[config.mk]
export PLATFORM = sky130hd
export DESIGN_NAME = base64_stream_encoder_top
export DESIGN_NICKNAME = d
export VERILOG_FILES = /design/src/rtl/core/b64e_pkg.sv /design/src/rtl/core/b64e_front.sv /design/src/rtl/core/b64e_fifo.sv /design/src/rtl/core/b64e_back.sv /design/src/rtl/core/base64_stream_encoder_top.sv
export SDC_FILE = /design/constraint.sdc
export NUM_CORES = 1
export LEC_CHECK = 0
export BUFFER_PORTS_ARGS = -buffer_cell sky130_fd_sc_hd__buf_2
export CAP_MARGIN = 25
export CORE_MARGIN = 2
export CORE_UTILIZATION = 68
export DETAILED_ROUTE_END_ITERATION = 6
export GPL_TIMING_DRIVEN = 0
export PLACE_DENSITY = 0.86
export SYNTH_ARGS = -nofsm -noshare
export SYNTH_HDL_FRONTEND = slang
export SYNTH_SLANG_ARGS = --single-unit
[constraint.sdc]
create_clock -name aclk -period 5.1 [get_ports aclk]
set_clock_uncertainty 0.15 [all_clocks]
set_input_delay 0.51 -clock aclk [delete_from_list [all_inputs] [get_ports aclk]]
set_output_delay 0.51 -clock aclk [all_outputs]
set_load 0.03 [all_outputs]
[src/rtl/core/b64e_pkg.sv]
// Package for the base64 stream encoder.
// Holds the queue entry type, phase codes, character constants and the symbol map.
// No dependencies.
package b64e_pkg;

    // Queue depth between the front and the back
    localparam int unsigned QUEUE_DEPTH = 4;

    // Characters per byte at most: a final byte opening a group
    localparam int unsigned MAX_CHARS = 4;

    // Byte position within the current three-byte group
    localparam logic [1:0] PHASE_FIRST  = 2'd0;
    localparam logic [1:0] PHASE_SECOND = 2'd1;
    localparam logic [1:0] PHASE_THIRD  = 2'd2;

    localparam logic [7:0] PAD_CHAR   = 8'h3d;
    localparam logic [7:0] UPPER_BASE = 8'h41;
    localparam logic [7:0] LOWER_BASE = 8'h61;
    localparam logic [7:0] DIGIT_BASE = 8'h30;
    localparam logic [7:0] PLUS_CHAR  = 8'h2b;
    localparam logic [7:0] SLASH_CHAR = 8'h2f;

    // One classified input byte: the characters it makes and how many
    typedef struct packed {
        logic [MAX_CHARS-1:0][7:0] chars;
        logic [2:0]                count;
        logic                      last;
    } entry_t;

    // Map a six-bit symbol to its ASCII character
    function automatic logic [7:0] sym(input logic [5:0] v);
        logic [7:0] v8;
        v8 = {2'b00, v};
        if (v < 6'd26) begin
            sym = UPPER_BASE + v8;
        end else if (v < 6'd52) begin
            sym = LOWER_BASE + (v8 - 8'd26);
        end else if (v < 6'd62) begin
            sym = DIGIT_BASE + (v8 - 8'd52);
        end else if (v == 6'd62) begin
            sym = PLUS_CHAR;
        end else begin
            sym = SLASH_CHAR;
        end
    endfunction

endpackage

[src/rtl/core/b64e_front.sv]
// Front part of the base64 encoder: accepts bytes and turns each into a queue entry.
// Keeps the group phase and the leftover bits. Depends on b64e_pkg.
module b64e_front (
    input  logic              aclk,
    input  logic              aresetn,
    input  logic              s_tvalid,
    output logic              s_tready,
    input  logic [7:0]        s_tdata,   // [7:0] data_byte
    input  logic              s_tlast,
    input  logic              queue_full,
    output logic              push,
    output b64e_pkg::entry_t  entry
);

    logic [1:0] phase_reg, phase_next;
    logic [3:0] left_reg, left_next;

    assign s_tready = !queue_full;
    assign push     = s_tvalid && s_tready;

    // Classify the byte by phase and build its characters
    always_comb begin
        phase_next  = phase_reg;
        left_next   = left_reg;
        entry.chars = {b64e_pkg::MAX_CHARS{b64e_pkg::PAD_CHAR}};
        entry.count = 3'd1;
        entry.last  = s_tlast;
        case (phase_reg)
            b64e_pkg::PHASE_SECOND: begin
                entry.chars[0] = b64e_pkg::sym({left_reg[1:0], s_tdata[7:4]});
                if (s_tlast) begin
                    entry.chars[1] = b64e_pkg::sym({s_tdata[3:0], 2'b00});
                    entry.count    = 3'd3;
                    phase_next     = b64e_pkg::PHASE_FIRST;
                    left_next      = 4'd0;
                end else begin
                    phase_next = b64e_pkg::PHASE_THIRD;
                    left_next  = s_tdata[3:0];
                end
            end
            b64e_pkg::PHASE_THIRD: begin
                entry.chars[0] = b64e_pkg::sym({left_reg, s_tdata[7:6]});
                entry.chars[1] = b64e_pkg::sym(s_tdata[5:0]);
                entry.count    = 3'd2;
                phase_next     = b64e_pkg::PHASE_FIRST;
                left_next      = 4'd0;
            end
            default: begin
                entry.chars[0] = b64e_pkg::sym(s_tdata[7:2]);
                if (s_tlast) begin
                    entry.chars[1] = b64e_pkg::sym({s_tdata[1:0], 4'b0000});
                    entry.count    = 3'd4;
                    phase_next     = b64e_pkg::PHASE_FIRST;
                    left_next      = 4'd0;
                end else begin
                    phase_next = b64e_pkg::PHASE_SECOND;
                    left_next  = {2'b00, s_tdata[1:0]};
                end
            end
        endcase
    end

    // Advance phase on each accepted request
    always_ff @(posedge aclk) begin
        if (!aresetn) begin
            phase_reg <= b64e_pkg::PHASE_FIRST;
            left_reg  <= 4'd0;
        end else if (push) begin
            phase_reg <= phase_next;
            left_reg  <= left_next;
        end
    end

    phase_valid_a: assert property (@(posedge aclk) disable iff (!aresetn)
        phase_reg != 2'd3)
        else $error("group phase reached unused value");

    last_clears_a: assert property (@(posedge aclk) disable iff (!aresetn)
        push && s_tlast |=> phase_reg == b64e_pkg::PHASE_FIRST && left_reg == 4'd0)
        else $error("phase not cleared after last byte");

    third_count_a: assert property (@(posedge aclk) disable iff (!aresetn)
        push && phase_reg == b64e_pkg::PHASE_THIRD |-> entry.count == 3'd2)
        else $error("third byte must give two characters");

endmodule

[src/rtl/core/b64e_fifo.sv]
// Short queue of classified entries between the front and the back.
// Register storage with head read by pointer. Depends on b64e_pkg.
module b64e_fifo #(
    parameter int unsigned DEPTH = b64e_pkg::QUEUE_DEPTH
) (
    input  logic              aclk,
    input  logic              aresetn,
    input  logic              push,
    input  b64e_pkg::entry_t  push_entry,
    input  logic              pop,
    output b64e_pkg::entry_t  head,
    output logic              empty,
    output logic              full
);

    localparam int unsigned PTR_W = (DEPTH > 1) ? $clog2(DEPTH) : 1;
    localparam int unsigned CNT_W = $clog2(DEPTH + 1);

    b64e_pkg::entry_t   store_reg [DEPTH];
    logic [PTR_W-1:0]   wr_ptr_reg, rd_ptr_reg;
    logic [CNT_W-1:0]   count_reg, count_next;

    assign empty = (count_reg == CNT_W'(0));
    assign full  = (count_reg == CNT_W'(DEPTH));
    assign head  = store_reg[rd_ptr_reg];

    always_comb begin
        count_next = count_reg + CNT_W'(push) - CNT_W'(pop);
    end

    // Write new entries at the tail
    always_ff @(posedge aclk) begin
        if (push) begin
            store_reg[wr_ptr_reg] <= push_entry;
        end
    end

    // Advance pointers and occupancy
    always_ff @(posedge aclk) begin
        if (!aresetn) begin
            wr_ptr_reg <= '0;
            rd_ptr_reg <= '0;
            count_reg  <= '0;
        end else begin
            if (push) begin
                wr_ptr_reg <= (wr_ptr_reg == PTR_W'(DEPTH - 1)) ? '0 : wr_ptr_reg + 1'b1;
            end
            if (pop) begin
                rd_ptr_reg <= (rd_ptr_reg == PTR_W'(DEPTH - 1)) ? '0 : rd_ptr_reg + 1'b1;
            end
            count_reg <= count_next;
        end
    end

    no_overflow_a: assert property (@(posedge aclk) disable iff (!aresetn)
        full |-> !push)
        else $error("push into full queue");

    no_underflow_a: assert property (@(posedge aclk) disable iff (!aresetn)
        empty |-> !pop)
        else $error("pop from empty queue");

    count_bound_a: assert property (@(posedge aclk) disable iff (!aresetn)
        count_reg <= CNT_W'(DEPTH))
        else $error("queue occupancy out of range");

endmodule

[src/rtl/core/b64e_back.sv]
// Back part of the base64 encoder: sends the characters of each queue entry, one per
// cycle into a registered output while m_tready is high. Depends on b64e_pkg.
module b64e_back (
    input  logic              aclk,
    input  logic              aresetn,
    input  b64e_pkg::entry_t  head,
    input  logic              queue_empty,
    output logic              pop,
    output logic              m_tvalid,
    input  logic              m_tready,
    output logic [7:0]        m_tdata,   // [7:0] out_char
    output logic              m_tlast
);

    logic [1:0] idx_reg;
    logic       m_tvalid_reg;
    logic [7:0] m_tdata_reg;
    logic       m_tlast_reg;
    logic       load;
    logic       final_char;

    assign load       = !queue_empty && (!m_tvalid_reg || m_tready);
    assign final_char = ({1'b0, idx_reg} == head.count - 3'd1);
    assign pop        = load && final_char;

    assign m_tvalid = m_tvalid_reg;
    assign m_tdata  = m_tdata_reg;
    assign m_tlast  = m_tlast_reg;

    // Hold output until taken; step through the head entry
    always_ff @(posedge aclk) begin
        if (!aresetn) begin
            m_tvalid_reg <= 1'b0;
            idx_reg      <= 2'd0;
        end else begin
            if (load) begin
                m_tvalid_reg <= 1'b1;
                idx_reg      <= final_char ? 2'd0 : idx_reg + 2'd1;
            end else if (m_tready) begin
                m_tvalid_reg <= 1'b0;
            end
        end
    end

    // Output payload
    always_ff @(posedge aclk) begin
        if (load) begin
            m_tdata_reg <= head.chars[idx_reg];
            m_tlast_reg <= head.last && final_char;
        end
    end

    idle_index_a: assert property (@(posedge aclk) disable iff (!aresetn)
        queue_empty |-> idx_reg == 2'd0)
        else $error("character index left inside missing entry");

    index_bound_a: assert property (@(posedge aclk) disable iff (!aresetn)
        !queue_empty |-> {1'b0, idx_reg} < head.count)
        else $error("character index past entry count");

    stall_hold_a: assert property (@(posedge aclk) disable iff (!aresetn)
        m_tvalid_reg && !m_tready |=> m_tvalid_reg && $stable(m_tdata_reg))
        else $error("stalled character changed");

endmodule

[src/rtl/core/base64_stream_encoder_top.sv]
// Top level of the base64 stream encoder (A-Z a-z 0-9 + / alphabet, '=' padding).
// Instantiates b64e_front, b64e_fifo and b64e_back; depends on b64e_pkg.
//
//  channel  | direction | handshake          | tdata          | tlast
//  ---------+-----------+--------------------+----------------+----------------
//  s_       | in        | s_tvalid/s_tready  | [7:0] data_byte| is_last
//  m_       | out       | m_tvalid/m_tready  | [7:0] out_char | end_of_message
//
// Output runs at one character per cycle while m_tready is high and an entry waits,
// from the single output register of the back part. A byte gives 1 to 4 characters:
// 1 inside a group, 2 as a third byte, 3 or 4 as a final byte; 4 per 3 in long runs.
// Input is accepted every cycle while the QUEUE_DEPTH-entry queue has room.
// Reset (aresetn low, synchronous) empties the queue and restarts the group.
// A low m_tready holds the character; the queue then fills and drops s_tready.
module base64_stream_encoder_top #(
    parameter int unsigned QUEUE_DEPTH = b64e_pkg::QUEUE_DEPTH
) (
    input  logic       aclk,
    input  logic       aresetn,
    input  logic       s_tvalid,
    output logic       s_tready,
    input  logic [7:0] s_tdata,   // [7:0] data_byte
    input  logic       s_tlast,
    output logic       m_tvalid,
    input  logic       m_tready,
    output logic [7:0] m_tdata,   // [7:0] out_char
    output logic       m_tlast
);

    b64e_pkg::entry_t push_entry;
    b64e_pkg::entry_t head;
    logic             push;
    logic             pop;
    logic             queue_empty;
    logic             queue_full;

    b64e_front u_front (
        .aclk       (aclk),
        .aresetn    (aresetn),
        .s_tvalid   (s_tvalid),
        .s_tready   (s_tready),
        .s_tdata    (s_tdata),
        .s_tlast    (s_tlast),
        .queue_full (queue_full),
        .push       (push),
        .entry      (push_entry)
    );

    b64e_fifo #(
        .DEPTH (QUEUE_DEPTH)
    ) u_fifo (
        .aclk       (aclk),
        .aresetn    (aresetn),
        .push       (push),
        .push_entry (push_entry),
        .pop        (pop),
        .head       (head),
        .empty      (queue_empty),
        .full       (queue_full)
    );

    b64e_back u_back (
        .aclk        (aclk),
        .aresetn     (aresetn),
        .head        (head),
        .queue_empty (queue_empty),
        .pop         (pop),
        .m_tvalid    (m_tvalid),
        .m_tready    (m_tready),
        .m_tdata     (m_tdata),
        .m_tlast     (m_tlast)
    );

endmodule
[Word level (Yosys, flattened, before mapping)]
Memories as Yosys holds them, arrays and structs flattened. A register that Yosys moved wholly into a read port is not among the register bits.
Index checks and enable logic that the tools add are counted.
Storage, ports and cells
  flip-flop bits (word level): 25
  RAM bits: 80
  input bits: 13
  output and inout bits: 11
  logic and storage cells: 129
  memories: 1
Cells by class
  add/subtract/negate cells: 36
  order comparisons: 19
  equal/unequal tests: 10
  multiplexer cells: 44
  reduce and logical (&&, ||, !) cells: 10
Memories
  u_fifo.store_reg: words 4, width 20, read ports 1, clocked after memory_dff 1, write ports 1, line b64e_fifo.sv:19  | b64e_pkg::entry_t store_reg [DEPTH];
Operators with widths (number)
  8-bit 2-to-1 mux: 21
  6-bit less-than comparator, second input constant: 12
  6-bit by 8-bit adder with 8-bit output, first input constant: 6
  7-bit by 6-bit adder with 8-bit output, first input constant: 6
  7-bit by 8-bit adder with 8-bit output, first input constant: 6
  6-bit by 5-bit subtractor with 7-bit output, second input constant: 6
  6-bit by 6-bit subtractor with 7-bit output, second input constant: 6
  19-bit case mux with 2 select lines: 1
  6-bit by 5-bit less-than comparator with 1-bit output, second input constant: 6
  6-bit == test, second input constant: 4
  8-bit binary-select mux with 2-bit select: 1
  2-bit 2-to-1 mux: 8
  3-bit 2-to-1 mux: 5
  4-bit case mux with 2 select lines: 1
  2-bit by 1-bit adder with 2-bit output, second input constant: 3
  2-bit == test, second input constant: 3
  1-bit 2-to-1 mux: 5
  1-bit logical AND: 4
  4-bit 2-to-1 mux: 1
  2-bit case mux with 2 select lines: 1
  3-bit by 1-bit adder with 3-bit output: 1
  2-bit by 3-bit == test with 1-bit output: 1
  3-bit == test, second input constant: 1
  1-bit logical NOT: 3
  7 further kinds: 7

[Depth between registers and ports, before layout]
  depth after elaboration: 7
  depth in mapped cells: 16

[Cells and area by module]
From an unflattened synthesis, not the netlist that was laid out.
Second synthesis, totals
  cells, all modules: 737
  area, all modules: 9459.1 µm²
By module, submodules not included
  b64e_fifo: instances 1, cells each 232, area an instance 5706.7 µm², seq. area each 4504.3 µm²
  b64e_front: instances 1, cells each 463, area an instance 3088.0 µm², seq. area each 120.1 µm²
  b64e_back: instances 1, cells each 42, area an instance 664.4 µm², seq. area each 330.3 µm²

[Worst setup path after synthesis]
No wires, ideal clock.
  path kind: register to register
  start: register with a tool-made name
  end: register u_fifo.count_reg[2]
  setup time: 115 ps
  arrival: 3200 ps
  data required time: 4835 ps
  slack: 1635 ps
  stages on the path, launching flop included: 17
  period minus slack after synthesis: 3465 ps
  cells stage by stage: dfxtp_1 buf_6 buf_2 mux4_2 inv_1 ha_1 xor2_1 nand3_2 nor2_4 ha_1 inv_1 ha_1 inv_1 fa_1 xnor2_1 xnor2_1 and2_1
RTL lines
  end signal, assigned: line b64e_fifo.sv:51  | count_reg <= count_next;
  end, declared: line b64e_fifo.sv:21  | logic [CNT_W-1:0] count_reg, count_next;

==> run summary <==
================================================================================
Min Hold Slack                                                         0.3501 ns
Top cell types by occurrence after synthesis                        sky130_fd_sc_hd__edfxtp_1 (89), sky130_fd_sc_hd__nand2_1 (63), sky130_fd_sc_hd__ha_1 (52), sky130_fd_sc_hd__a21oi_1 (43), sky130_fd_sc_hd__nor2_1 (36)
Post-Syn Instances                                                           640
WHS Path Cells                                                                 2
Root Buffer Master                                                  sky130_fd_sc_hd__clkbuf_8
Sequence of cells on the critical path                              clkbuf_1 > buf_2 > mux4_2 > inv_1 > ha_1 > xor2_1 > nand3_2 > nor2_4 > ha_1 > inv_1 > ha_1 > inv_1 > fa_1 > xnor2_1 > xnor2_1 > and2_1
First-pass GRT wire length                                              26780 um
Clock sink count                                                             107
Synth cell types                                                              64
Synthesized area per cell                                            10.76 sq um
Run status                                                          complete, but fails checks
Layout Nets                                                                  743
Static power due to leakage                                             2.745 nW
Vias                                                                        5410
Hold-fix buffer count after cts                                                0
Gpl congestion                                                            0.9855
Number of CTS-inserted buffers                                                 9
Area growth from synthesis to final layout                                7.502%
Filler cells                                                                 641
Fraction of final layout cells with drive strength greater than 1         11.44%
Area share of and/or/nand/nor cells after synthesis                       13.26%
Adder-cell share of the synthesized area                                  9.737%
Slowest stage cell on the critical path                             sky130_fd_sc_hd__clkbuf_1
Count of max-cap constraint violations                                         0
Number of flip-flops in the largest register                                  80
Highest clock frequency the design can meet                            250.4 MHz
Overall die height                                                      104.6 um
Least-Margin Pin Slew                                                  0.9917 ns
Predominant post-synthesis flop cell                                sky130_fd_sc_hd__edfxtp_1
Final Slew Violations                                                          0
Most area-hungry cell type in the Yosys netlist                     sky130_fd_sc_hd__edfxtp_1
First-pass iteration count of the detailed router                              7
Worst R2R Setup Slack                                                    1.11 ns
Post-DP HPWL                                                            12740 um
Endpoints failing hold                                                         0
Reg-to-Reg End                                                      u_fifo.count_reg[2]$_SDFF_PN0_
Area inside the core boundary                                         9819 sq um
Arrival time of data at the critical path endpoint                       4.10 ns
Clock transition at path regs                                            0.09 ns
Mapped Nets                                                                  706
Number of cells on the worst reg-to-reg path                                  16
Shortest clock period the worst path allows after layout                3.993 ns
DRC errors left                                                                1
Setup_tns                                                                   0 ns
Antenna diode count                                                            0
Grt ovf                                                                        0
EDFF count, synth                                                             89
Number of synthesized register bits                                          107
Power Dens Cells                                                    343.6 nW/um^2
Synth async-reset ratio                                                       0%
Setup repair after global routing missed its margin                           no
Kind of start point of the critical path                                    flop
Post-synthesis compound-gate area fraction                                14.26%
Min-delay src                                                       u_front.phase_reg[1]$_SDFFE_PN0P_
Required time reported for the critical path endpoint                    5.21 ns
Count of boundary I/O pins                                                    24
Pin count of the biggest net entering global routing                          21
Worst skew pair latency                                                  0.35 ns
End of the worst hold path                                          u_front.phase_reg[1]$_SDFFE_PN0P_
Clock tree from TritonCTS                                                    yes
Endpoint class of the critical path                                         flop
Drt first-iter violations                                                    672
Post-CTS sizing                                                                0
Number of H-tree branching levels                                              3
Synth warnings                                                                 0
Initial antenna violation count                                                0
Finished Core Util                                                        75.41%
Synthesized-area fraction occupied by xor and xnor cells                  6.721%
Total standard cell area after synthesis                              6888 sq um
Initial core utilization                                                  70.15%
Mux cell area share after synthesis                                       8.211%
Area share of the largest cell type after synthesis                       38.80%
Relative slew margins                                                     33.89%
Final setup margin                                                      1.107 ns
Largest fanout of any net on the critical path                                10
DIE WIDTH                                                               104.6 um
Dominant combinational cell family by area after synthesis          compound AO/OA/AOI/OAI gates
Post-Place Setup Slack                                                  1.192 ns
Average vias per placed instance                                           6.638
IR drop worst, VDD                                                     0.3010 mV
Sequential area share after synthesis                                     44.03%
FP Rows                                                                       36
Leading post-synthesis cells by cell area                           sky130_fd_sc_hd__edfxtp_1 (39%), sky130_fd_sc_hd__ha_1 (9.4%), sky130_fd_sc_hd__dfxtp_1 (5.2%)
Number of I/O port buffers                                                    23
Final setup violation count                                                    0
Routed wirelength normalized by instance count                          21.19 um
Hold/Removal Path Class                                                  reg2reg
Number of nets still failing antenna checks after routing                      0
Delay of the slowest cell on the worst path                              0.46 ns
Library cell with the highest instance count after synthesis        sky130_fd_sc_hd__edfxtp_1
Clock Tree Buf Depth                                                           2
Overall die area                                                     10950 sq um
Violated checks                                                              DRC
Number of buffers added for setup after CTS                                    0
Routed wire length                                                      17270 um
Via count of the first global-routing pass                                  5021
Tcrit/Tclk final                                                          78.30%
Multi-input combinational cell area                                   3595 sq um
GR Util All Layers                                                        31.77%
Worst Path Class, Setup                                                  reg2reg
Total area of sequential cells                                        3033 sq um
================================================================================
-- routing by layer --
layer  GRT usage (%)  wire length [um]  vias to the layer above
li1                -                 -                     2438
met1           41.09              6861                     2601
met2           54.01              8683                      307
met3           4.928              1166                       64
met4           12.57               562                        0
met5               0                 0                        -
-- layout make-up --
cell class,count,area share (%)
sequential,107,40.96
tap,133,2.247
clock inverter,4,0.3717
inverter,28,1.419
clock buffer,12,1.960
buffer,34,2.095
multi-input combinational,471,48.55
timing repair buffer,26,2.399
-- worst max-delay path by stage --
stage	startpoint	to	cells after the start
6_report	flop	u_fifo.count_reg[2]$_SDFF_PN0_	16
5_1_grt	flop	u_fifo.count_reg[2]$_SDFF_PN0_	16
4_1_cts	flop	u_fifo.count_reg[2]$_SDFF_PN0_	16
3_5_place_dp	flop	u_fifo.count_reg[2]$_SDFF_PN0_	16
3_3_place_gp	flop	u_fifo.count_reg[2]$_SDFF_PN0_	16
2_1_floorplan	flop	u_fifo.count_reg[2]$_SDFF_PN0_	16
-- cell usage in the layout, fill, tap and decap left out, types with 15 or more instances in the layout --
master	count
sky130_fd_sc_hd__dfxtp_1	18
sky130_fd_sc_hd__edfxtp_1	89
sky130_fd_sc_hd__nor2_1	36
sky130_fd_sc_hd__ha_1	52
sky130_fd_sc_hd__a21oi_1	43
sky130_fd_sc_hd__nand2_1	63
sky130_fd_sc_hd__buf_2	39
sky130_fd_sc_hd__nor2b_1	15
sky130_fd_sc_hd__o21ai_0	33
sky130_fd_sc_hd__inv_1	26
sky130_fd_sc_hd__xor2_1	20
sky130_fd_sc_hd__nand3_1	20
sky130_fd_sc_hd__xnor2_1	31
sky130_fd_sc_hd__clkbuf_1	16
-- kinds of logic after synthesis --
kind of cell / Yosys count
XOR/XNOR: 52
multiplexers: 29
buffers and inverters: 62
flip-flops: 107
AND/OR/NAND/NOR: 185
AO/OA/AOI/OAI: 152
adder cells (fa/ha/maj): 53
-- worst max-delay path, delay by kind of cell, from the launching register on --
kind	cells	cell delay [ns]
adders and majority gates	4	1.00
and+or+nand+nor	3	0.47
DFF	1	0.36
buffers and inverters	5	1.05
muxes	1	0.34
xor gates and xnor gates	3	0.51
-- stage by stage --
step | total power [mW] | area, sq um | std cells
2_1_floorplan | 1.819 | 6888 | 640
3_3_place_gp | 2.000 | 7169 | 796
3_5_place_dp | 2.060 | 7169 | 796
4_1_cts | 2.511 | 7342 | 812
5_1_grt | 2.652 | 7405 | 815
6_report | 2.544 | 7405 | 815
-- where the power goes --
part | switching, mW | leakage, nW | internal, mW
Sequential | 0.0561 | 0.967 | 1.12
Clock | 0.259 | 0.0802 | 0.191
Combinational | 0.565 | 1.70 | 0.349
(Power assumes the default switching activity.)
